--- config.mk ---
export PLATFORM = sky130hd
export DESIGN_NAME = cfs_div
export DESIGN_NICKNAME = d
export VERILOG_FILES = /design/src/rtl/assert_macros.svh /design/src/rtl/cfs_div.sv
export SDC_FILE = /design/constraint.sdc
export NUM_CORES = 1
export LEC_CHECK = 0
export BUFFER_PORTS_ARGS = -buffer_cell sky130_fd_sc_hd__buf_2
export CAP_MARGIN = 20
export CORE_MARGIN = 3
export CORE_UTILIZATION = 27
export DETAILED_ROUTE_END_ITERATION = 7
export GPL_ROUTABILITY_DRIVEN = 1
export PLACE_DENSITY_LB_ADDON = 0.12
export SLEW_MARGIN = 20
export SYNTH_ARGS = -nofsm -noshare
export SYNTH_HDL_FRONTEND = slang
export SYNTH_SLANG_ARGS = --single-unit
--- constraint.sdc ---
create_clock -name clk_i -period 3.1 [get_ports clk_i]
set_input_delay 0.155 -clock clk_i [delete_from_list [all_inputs] [get_ports clk_i]]
set_output_delay 0.155 -clock clk_i [all_outputs]
set_load 0.01 [all_outputs]
--- src/rtl/assert_macros.svh ---
// ----------------------------------------------------------------------------
// Assertion macros
// Concurrent assertion wrappers; empty when SYNTHESIS is defined.
// ----------------------------------------------------------------------------
`ifndef ASSERT_MACROS_SVH
`define ASSERT_MACROS_SVH

`ifndef SYNTHESIS

`define CFS_ASSERT(lbl, clk, rst_n, prop) \
  lbl: assert property (@(posedge clk) disable iff (!rst_n) prop) \
    else $error("assertion failed");

`define CFS_ASSERT_NR(lbl, clk, prop) \
  lbl: assert property (@(posedge clk) prop) \
    else $error("assertion failed");

`else

`define CFS_ASSERT(lbl, clk, rst_n, prop)

`define CFS_ASSERT_NR(lbl, clk, prop)

`endif

`endif

--- src/rtl/cfs_div.sv ---
// ----------------------------------------------------------------------------
// cfs_div
// Pipelined restoring divider, one quotient bit per stage.
// ----------------------------------------------------------------------------
module cfs_div #(
  parameter int QW = 8,
  parameter int DW = 8
) (
  input  logic          clk_i,
  input  logic          en_i,
  input  logic [DW-1:0] rem_i,
  input  logic [QW-1:0] num_i,
  input  logic [DW-1:0] den_i,
  output logic [QW-1:0] quo_o
);

  logic [DW-1:0] rem_q [QW];
  logic [QW-1:0] nq_q  [QW];
  logic [DW-1:0] den_q [QW];

  for (genvar k = 0; k < QW; k++) begin : g_stage
    logic [DW-1:0] rem_in;
    logic [QW-1:0] nq_in;
    logic [DW-1:0] den_in;
    logic [DW:0]   trial;
    logic          ge;

    if (k == 0) begin : g_first
      assign rem_in = rem_i;
      assign nq_in  = num_i;
      assign den_in = den_i;
    end else begin : g_next
      assign rem_in = rem_q[k-1];
      assign nq_in  = nq_q[k-1];
      assign den_in = den_q[k-1];
    end

    assign trial = {rem_in, nq_in[QW-1]};
    assign ge    = trial >= {1'b0, den_in};

    always_ff @(posedge clk_i) begin
      if (en_i) begin
        rem_q[k] <= ge ? DW'(trial - {1'b0, den_in}) : trial[DW-1:0];
        nq_q[k]  <= {nq_in[QW-2:0], ge};
        den_q[k] <= den_in;
      end
    end
  end

  assign quo_o = nq_q[QW-1];

endmodule

==> impl_metrics.tcl, run 1 <==
set metrics [dict create \
    dr.pass1.iters 4 \
    rr_worst_depth 5 \
    syn-num-nets 767 \
    syn2layout_area_growth_pct 15.5 \
    fin_nets 832 \
    die_area_mm2 0.0362 \
    slowest_stage "o31a_1" \
    synth_area_leaders "edfxtp_1, ha_1, mux2_4" \
    peakVddDrop_uv 389 \
    setup_tns_ns 0 \
    clk_path_buf_depth 2 \
    finalHoldViolations 0 \
    yosysSeqAreaShare_pct 57.7 \
    drt_iter0_drc 185 \
    cts_htree_levels 4 \
    netlist_top_cells_count "edfxtp_1, inv_1, ha_1" \
    finalSetupViolCount 0 \
    synth_area_per_cell_um2 13.7 \
    grt_pass1_wl_um 27600 \
    yosysTopAreaCell "edfxtp_1" \
    cts_tree "done" \
    clkLatencyLatePin_ns 0.43 \
    crit_type "flop to flop" \
    status "completed" \
    cp-end-kind "flop" \
    max_clock_freq_mhz 385 \
    hp-class "input pin to flop" \
    async_flop_share_pct 0 \
    yosys_warnings 0 \
    fillCellCount 3283 \
    p_leak_uw 0.00418 \
    grtUsageTotal_pct 9.46 \
    rows 66 \
    coreArea_mm2 0.0329 \
    via_count 5317 \
    cpPeakStageDelay_ns 0.58 \
    num_antenna_cells 0 \
    grt_pass1_vias 5799 \
    path_clk_slew_ns 0.08 \
    postLayoutCoreUtil_pct 32.1 \
    cp.arrival_ns 2.77 \
    finalCritPeriodShare_pct 83.8 \
    yosysMostFrequentCell "edfxtp_1" \
    cts.repair.resized 0 \
    layout_min_cycle_time_ns 2.60 \
    maxSlewViolCount 0 \
    grt_max_degree 72 \
    io_buffers 33 \
    crit_fanout 9 \
    clkSinkCount 176 \
    ys_ff_latch 176 \
    synth.distinct_cells 47 \
    timing.rr.end "rem_q[1][3]" \
    dp_hpwl_um 12000 \
    rrSetupSlack_ns 0.50 \
    required_ns 3.28 \
    synth_enable_flop_cells 176 \
    antenna_found_initial 0 \
    hold_slack_ns 0.0441 \
    rsz0062_at_grt "no" \
    placed_area_mm2 0.00988 \
    critPathLaunchType "flop" \
    r2r_start "rem_q[0][5]" \
    tightest_slew_ns 0.669 \
    crit_chain "ha_1 > a21o_1 > a2111oi_2 > o31a_1 > mux2_4" \
    synth_top_area_share_pct 57.7 \
    hold_end "rem_q[0][4]" \
    num_io_pins 34 \
    p_per_area_mw_per_mm2 772 \
    gp_congestion 0.810 \
    die_y_um 190 \
    clockRootBuffer "clkbuf_16" \
    hold_start "rem_i[3]" \
    fin_skew_ns 0.0166 \
    initial_core_util_pct 27.8 \
    drc_errors 0 \
    globalRouteOverflowTotal 0 \
    antenna_left 0 \
    drive_above_1_share_pct 15.5 \
    syn_inst 670 \
    maxSlewHeadroom_pct 55.4 \
    max_cap_viol_count 0 \
    synth_ff_type "edfxtp_1" \
    die_w_um 190 \
    hold_depth 2 \
    cts_buffers 17 \
    fin_area_mm2 0.0106 \
    wl_um 16400 \
    wire_per_inst_um 13.8 \
    syn_area_mm2 0.00916 \
    via_per_inst 4.47 \
]
==> layout by cell type, fill, tap and decap left out, drive strengths merged, types with 4 or more instances in the layout <==
master,netlist,routed
nand2b,6,6
o21a,16,16
a21o,17,17
clkbuf,2,17
fa,7,7
nor2,30,30
o21ai,31,31
mux2,36,36
mux2i,21,21
nor3,7,7
a211oi,5,5
nand2,12,12
clkinv,0,4
a21oi,33,33
o21bai,4,4
xnor2,12,12
nand3,22,22
nor2b,18,18
ha,64,64
or4b,7,7
buf,4,37
edfxtp,176,176
o31a,16,16
dlygate4sd3,0,15
inv,84,93
==> how the worst max path moves through the flow <==
stage	endpoint	from	slack (ns)
finish	rem_q[1][3]	rem_q[0][5]	0.50
floorplan	rem_q[1][2]	rem_q[0][5]	0.92
detailed placement	rem_q[1][3]	rem_q[0][5]	0.50
global placement	rem_q[1][6]	rem_q[0][5]	0.59
global route	rem_q[1][3]	rem_q[0][5]	0.37
CTS	rem_q[1][3]	rem_q[0][5]	0.48
==> cell type report <==
type	instances	area (um^2)	area share, %
Sequential cell	176	5290	50.0
Multi-Input combinational cell	404	3510	33.2
Tap cell	442	553	5.23
Clock buffer	17	425	4.02
Timing Repair Buffer	52	364	3.44
Inverter	84	315	2.98
Clock inverter	14	125	1.18
==> metal layers <==
metal	GRT usage [%]	vias up	share of wire [%]
li1	-	2648	-
met1	9.57	2583	39
met2	18.4	61	56
met3	2.03	25	2.4
met4	4.21	0	2.6
met5	0	-	0
==> registers in the layout, indices dropped and copies added (netlist names) <==
signal  count
den_q      56
nq_q       64
rem_q      56
==> logic make-up (layout without fill, tap and decap cells) <==
kind of cell | after synthesis | count (layout) | share of synthesized area [%]
AND/OR/NAND/NOR | 117 | 117 | 6.86
multiplexers | 57 | 57 | 7.87
AO/OA/AOI/OAI | 145 | 145 | 12.0
flip-flops | 176 | 176 | 57.7
adder cells (fa/ha/maj) | 71 | 71 | 10.3
XOR/XNOR | 14 | 14 | 1.34
buffers and inverters | 90 | 167 | 3.95
==> power breakdown <==
part | switching [uW] | internal, uW | leakage [uW]
sequential | 183 | 3200 | 0.00171
clock | 982 | 1060 | 0.000274
combinational | 1400 | 1350 | 0.00220
==> critical path: cells and delay by family (launching register included) <==
| family | cells | cell delay [ns] |
|---|---|---|
| flip-flops | 1 | 0.40 |
| multiplexers | 1 | 0.35 |
| adder cells (fa/ha/maj) | 1 | 0.38 |
| AO/OA/AOI/OAI | 3 | 1.21 |
==> stage by stage <==
step | instances | power, uW | setup WS [ns]
detailed placement | 1143 | 6190 | 0.502
floorplan | 670 | 5570 | 0.919
global route | 1189 | 8710 | 0.368
finish | 1189 | 8170 | 0.501
global placement | 1143 | 6100 | 0.594
CTS | 1189 | 8290 | 0.481
==> timing repair <==
item	in CTS	in global routing
buffers inserted	0	0
endpoints found under the hold margin	15	0
hold buffers	15	0
No activity file was read; power rests on OpenSTA's default activity.
==> run 2, diff against run 1 <==
--- a/config.mk
+++ b/config.mk
@@ -5,6 +5,7 @@
 export SDC_FILE = /design/constraint.sdc
 export NUM_CORES = 1
 export LEC_CHECK = 0
+export ABC_AREA = 1
 export BUFFER_PORTS_ARGS = -buffer_cell sky130_fd_sc_hd__buf_2
 export CAP_MARGIN = 20
 export CORE_MARGIN = 3
==> constraint.sdc (replaced) <==
create_clock -name clk_i -period 2.51 [get_ports clk_i]
set_input_delay 0.1255 -clock clk_i [delete_from_list [all_inputs] [get_ports clk_i]]
set_output_delay 0.1255 -clock clk_i [all_outputs]
set_load 0.01 [all_outputs]
==> run 2 against run 1 <==
Area after synthesis is 6.1% higher. Largest cell class unchanged. Clock skew decreased by 0.0070 ns. Largest power group unchanged. Worst setup slack improved by 0.0065 ns. Die area grew 5.9%. Non-clock buffer count up 3. Global-route usage is 1.8 points higher.
==> impl_metrics.tcl, run 2 <==
set metrics [dict create \
    status "completed" \
    hp-class "input pin to flop" \
    post_cts_buffers 0 \
    cp-end-kind "flop" \
    syn_inst 978 \
    dr.pass1.iters 5 \
    cts_tree "done" \
    crit_fanout 9 \
    die_w_um 196 \
    fin_nets 1142 \
    placed_cells 1462 \
    coreArea_mm2 0.0350 \
    crit_type "flop to flop" \
    clkLatencyLatePin_ns 0.44 \
    clockRootBuffer "clkbuf_16" \
    p_per_area_mw_per_mm2 946 \
    clkSinkCount 176 \
    yosys_warnings 0 \
    syn2layout_area_growth_pct 15.3 \
    required_ns 2.70 \
    async_flop_share_pct 0 \
    antenna_found_initial 0 \
    grt_pass1_vias 6615 \
    top_regs "nq_q x64, den_q x56, rem_q x56" \
    num_io_pins 34 \
    die_area_mm2 0.0383 \
    setup_tns_ns 0 \
    cp.arrival_ns 2.20 \
    cts_htree_levels 4 \
    netlist_top_cells_count "nand2_1, edfxtp_1, inv_1" \
    synth_enable_flop_cells 176 \
    yosysSeqAreaShare_pct 54.4 \
    finalCritPeriodShare_pct 79.8 \
    stdcell_count 1513 \
    dp_hpwl_um 15600 \
    rsz0062_at_grt "no" \
    grt_pass1_wl_um 34000 \
    peakVddDrop_uv 542 \
    globalRouteOverflowTotal 0 \
    wl_um 20400 \
    finalSetupViolCount 0 \
    synth_ff_type "edfxtp_1" \
    ys_ff_latch 176 \
    layout_commonest_cell "nand2_1" \
    fin_skew_ns 0.00967 \
    cts_buffers 17 \
    syn_area_mm2 0.00972 \
    drive_above_1_share_pct 12.7 \
    synth.distinct_cells 25 \
    rows 68 \
    max_cap_viol_count 0 \
    max_clock_freq_mhz 499 \
    final_cell_mix "nand2_1, edfxtp_1, inv_1" \
    tightest_slew_ns 0.462 \
    synth_area_leaders "edfxtp_1, nand2_1, ha_1" \
    via_count 6338 \
    initial_core_util_pct 27.8 \
    die_y_um 196 \
    postLayoutCoreUtil_pct 32.0 \
    largest_register_ffs 64 \
    layout_min_cycle_time_ns 2.00 \
    yosysTopAreaCell "edfxtp_1" \
    hold_buffers 19 \
    finalHoldViolations 0 \
    top_register "nq_q" \
    wire_per_inst_um 13.5 \
    path_clk_slew_ns 0.07 \
    num_antenna_cells 0 \
    p_leak_uw 0.00515 \
    drt_iter0_drc 310 \
    antenna_left 0 \
    gp_congestion 0.865 \
    maxSlewViolCount 0 \
    rrSetupSlack_ns 0.51 \
    critPathLaunchType "flop" \
    synth_top_area_share_pct 54.4 \
    fillCellCount 3629 \
    cts.repair.resized 0 \
    io_buffers 33 \
    syn-num-nets 1075 \
    via_per_inst 4.19 \
    maxSlewHeadroom_pct 69.2 \
    synth_area_per_cell_um2 9.93 \
    clk_path_buf_depth 2 \
    fin_total_pwr_uw 10600 \
    drc_errors 0 \
    grtUsageTotal_pct 11.2 \
    yosysMostFrequentCell "nand2_1" \
    grt_max_degree 61 \
]
run 2: cell count changes in the layout (fill, tap and decap cells not counted), sizes merged, moves of 16 or more:
| cell | delta |
|---|---|
| nand2 | +315 |
| a21o | -17 |
| nand3 | +77 |
| o21ai | -30 |
| nor2b | -18 |
| mux2i | -21 |
| o31a | -16 |
| inv | +85 |
| o21a | -16 |
| mux2 | -36 |
run 2: final cells by class:
class / instances / area [um^2] / share of cell area, %
timing repair buffer: 55 / 412 / 3.68
sequential: 176 / 5290 / 47.2
tap: 455 / 569 / 5.08
inverter: 171 / 642 / 5.73
clock inverter: 14 / 154 / 1.37
multi-input combinational: 624 / 3710 / 33.1
clock buffer: 18 / 429 / 3.83
run 2: worst paths after layout:
| path | from | to | depth (start not counted) |
|---|---|---|---|
| max | rem_q[0][5] | rem_q[1][5] | 9 |
| min | rem_i[3] | rem_q[0][4] | 3 |
| max reg2reg | rem_q[0][5] | rem_q[1][5] | 9 |
| min reg2reg | nq_q[1][14] | nq_q[1][23] | 0 |
run 2: metrics by stage:
stage | area [um^2] | hold slack (ns) | setup WS, ns
after floorplan | 9720 | 0.224 | 0.841
after global placement | 10400 | 0.307 | 0.479
after detailed placement | 10400 | 0.306 | 0.513
after CTS | 11200 | 0.00243 | 0.506
after global routing | 11200 | 0.0136 | 0.334
final | 11200 | 0.0240 | 0.508
run 2: metal layers:
layer  vias to the layer above  global-route usage [%]  part of all wire [%]
met5                         -                       0                     0
met1                      2914                    13.0                    42
met4                         0                    4.15                   2.1
met3                        21                    2.16                   2.3
met2                        58                    20.6                    53
li1                       3345                       -                     -
run 2: kinds of logic (layout without fill, tap and decap cells):
group / after synthesis / after routing / synth area share [%]
simple gates: 497 / 497 / 24.2
buf+inv: 178 / 258 / 7.42
flops: 176 / 176 / 54.4
fa+ha+maj: 71 / 71 / 9.68
compound gates: 35 / 35 / 2.42
xor+xnor: 21 / 21 / 1.89
run 2: report_power, final:
| part | internal [uW] | total [uW] | leakage, uW | switching, uW |
|---|---|---|---|---|
| Sequential | 3970 | 4280 | 0.00172 | 302 |
| Combinational | 1350 | 3600 | 0.00314 | 2250 |
| Clock | 1490 | 2730 | 0.000286 | 1240 |
| Total | 6810 | 10600 | 0.00515 | 3790 |
run 2: critical path, stage by stage, from the launching register on:
cell and delay, ns:
edfxtp_1 0.42, ha_1 0.40, nand2_1 0.10, nand2_1 0.08
nand2_1 0.06, nand2_1 0.08, a21oi_4 0.31, nand2_4 0.15
nand2_1 0.10, nand2_1 0.06
==> run 3, diff against run 2 <==
==> constraint.sdc (replaced) <==
create_clock -name clk_i -period 1.9 [get_ports clk_i]
set_input_delay 0.095 -clock clk_i [delete_from_list [all_inputs] [get_ports clk_i]]
set_output_delay 0.095 -clock clk_i [all_outputs]
set_load 0.01 [all_outputs]
==> run 3 against run 2 <==
Total power increased by 44%. Non-clock buffer count increased by 64. Worst setup slack got worse by 0.46 ns. Die area unchanged. Design area increased by 8.2%. Critical path depth unchanged. Critical path type unchanged. First-iteration DRC count decreased by 7.4%. Worst hold slack improved by 0.0059 ns. Highest routed layer unchanged. Count of clock-buffer cells in the layout increased by 1. Clock skew decreased by 0.0033 ns. Final cell count increased by 4.6%. Sequential share of layout area decreased by 3.6 points.
==> impl_metrics.tcl, run 3 (synthesis results as in run 2) <==
set metrics [dict create \
    hold_slack_ns 0.0300 \
    antenna_left 0 \
    layout_min_cycle_time_ns 1.85 \
    crit_fanout 6 \
    fin_nets 1211 \
    setup_tns_ns 0 \
    peakVddDrop_uv 753 \
    largest_register_ffs 64 \
    rrSetupSlack_ns 0.05 \
    die_w_um 196 \
    r2r_start "den_q[4][5]" \
    num_io_pins 34 \
    fillCellCount 3541 \
    cts_buffers 17 \
    hold_depth 3 \
    final_cell_mix "nand2_1, edfxtp_1, inv_1" \
    crit_chain "inv_1 > ha_1 > buf_4 > nand2_2 > nor3_4 > nand2_4 > nand2_4 > nand2_1 > nand2_1" \
    top_regs "nq_q x64, den_q x56, rem_q x56" \
    clkSinkCount 176 \
    antenna_found_initial 0 \
    cp-end-kind "flop" \
    cpPeakStageDelay_ns 0.39 \
    clockRootBuffer "clkbuf_16" \
    timing.rr.end "rem_q[5][6]" \
    crit_type "flop to flop" \
    finalSetupViolCount 0 \
    rr_worst_depth 9 \
    multi_input_area_mm2 0.00407 \
    drt_iter0_drc 287 \
    fin_total_pwr_uw 15200 \
    num_antenna_cells 0 \
    finalHoldViolations 0 \
    wl_um 21400 \
    p_per_area_mw_per_mm2 1260 \
    dp_hpwl_um 16200 \
    pre_cts_slack_ns -0.0790 \
    coreArea_mm2 0.0350 \
    clk_path_buf_depth 2 \
    die_y_um 196 \
    die_area_mm2 0.0383 \
    cts_tree "done" \
    hold_start "rem_i[0]" \
    io_buffers 33 \
    stdcell_count 1582 \
    drive_above_1_share_pct 21.0 \
    dr.pass1.iters 7 \
    seq_area_mm2 0.00529 \
    top_register "nq_q" \
    hold_end "rem_q[0][1]" \
    syn2layout_area_growth_pct 24.7 \
    wire_per_inst_um 13.5 \
    tightest_slew_ns 0.360 \
    initial_core_util_pct 27.8 \
    p_leak_uw 0.00548 \
    grt_pass1_wl_um 33800 \
    cp.arrival_ns 2.13 \
    via_count 6646 \
    status "completed" \
    grtUsageTotal_pct 11.2 \
    slowest_stage "edfxtp_1" \
    globalRouteOverflowTotal 0 \
    cts_htree_levels 4 \
    via_per_inst 4.20 \
    placed_cells 1499 \
    layout_commonest_cell "nand2_1" \
    rows 68 \
    path_clk_slew_ns 0.06 \
    finalCritPeriodShare_pct 97.3 \
    clkLatencyLatePin_ns 0.43 \
    worstPathBufferInverterCount 2 \
    fin_skew_ns 0.00633 \
    gp_congestion 0.862 \
    critPathLaunchType "flop" \
    grt_max_degree 37 \
    grt_pass1_vias 6762 \
    fin_ws_ns 0.0521 \
    maxSlewHeadroom_pct 75.8 \
    worst_path_dominant_cell_family "simple AND/OR/NAND/NOR gates" \
    maxSlewViolCount 0 \
    max_clock_freq_mhz 541 \
    max_cap_viol_count 0 \
    hp-class "input pin to flop" \
    required_ns 2.18 \
    rsz0062_at_grt "yes" \
    drc_errors 0 \
]
## run 3: cell types whose count changed in the layout (fill, tap and decap cells not counted), moves of 3 or more
cell       before  now
buf_4           1   61
bufinv_16       2    5
ha_1           64   39
ha_2            0    3
ha_4            0   22
inv_1         163  159
inv_2           8   12
inv_6           6    0
nand2_1       300  297
nand2_2        13   18
nor2_1         31   27
nor2_2          6   11
## run 3: worst max-delay path by stage
stage | startpoint | endpoint | slack (ns) | cells past startpoint
final | den_q[4][5] | rem_q[5][6] | 0.05 | 9
after global routing | den_q[4][5] | rem_q[5][2] | -0.03 | 8
after CTS | den_q[0][2] | rem_q[1][0] | 0.002 | 8
after detailed placement | rem_q[0][5] | rem_q[1][0] | -0.08 | 9
after global placement | rem_q[0][5] | rem_q[1][0] | -0.10 | 9
after floorplan | rem_q[1][1] | rem_q[2][7] | 0.23 | 10
## run 3: what timing repair did
| action | CTS | global route |
|---|---|---|
| pin swaps | 1 | 8 |
| gates cloned | 0 | 5 |
| endpoints found under the setup margin | 15 | 54 |
| endpoints found under the hold margin | 21 | 0 |
| hold buffers | 21 | 0 |
| resized for setup | 0 | 45 |
| setup buffers | 7 | 18 |
## run 3: final cells by class
cell class                      count  share of cell area, %
Clock buffer                       19                   3.57
Clock inverter                     13                   1.59
Inverter                          171                   5.30
Multi-Input combinational cell    629                   33.6
Sequential cell                   176                   43.6
Tap cell                          455                   4.70
Timing Repair Buffer              119                   7.61
## run 3: layer usage
layer,vias up,GRT usage (%),wire length [um]
met1,3051,12.1,8640
li1,3488,-,-
met2,79,21.4,11700
met5,-,0,0
met3,28,2.46,522
met4,0,3.86,506
## run 3: power by group
group / internal, uW / switching [uW] / total [uW]
Sequential: 5260 / 469 / 5730
Combinational: 2440 / 3320 / 5760
Clock: 2310 / 1450 / 3760
## run 3: worst min-delay path, stage by stage
cell	delay [ns]
buf_2	0.10
nand3_1	0.07
nand2_1	0.08
## run 3: per-stage QoR
| stage | instance area, um^2 | util [%] |
|---|---|---|
| after floorplan | 9720 | - |
| after global placement | 10700 | 30.7 |
| after detailed placement | 10700 | 30.7 |
| after CTS | 11600 | 33.2 |
| after global routing | 12100 | 34.7 |
| final | 12100 | 34.7 |
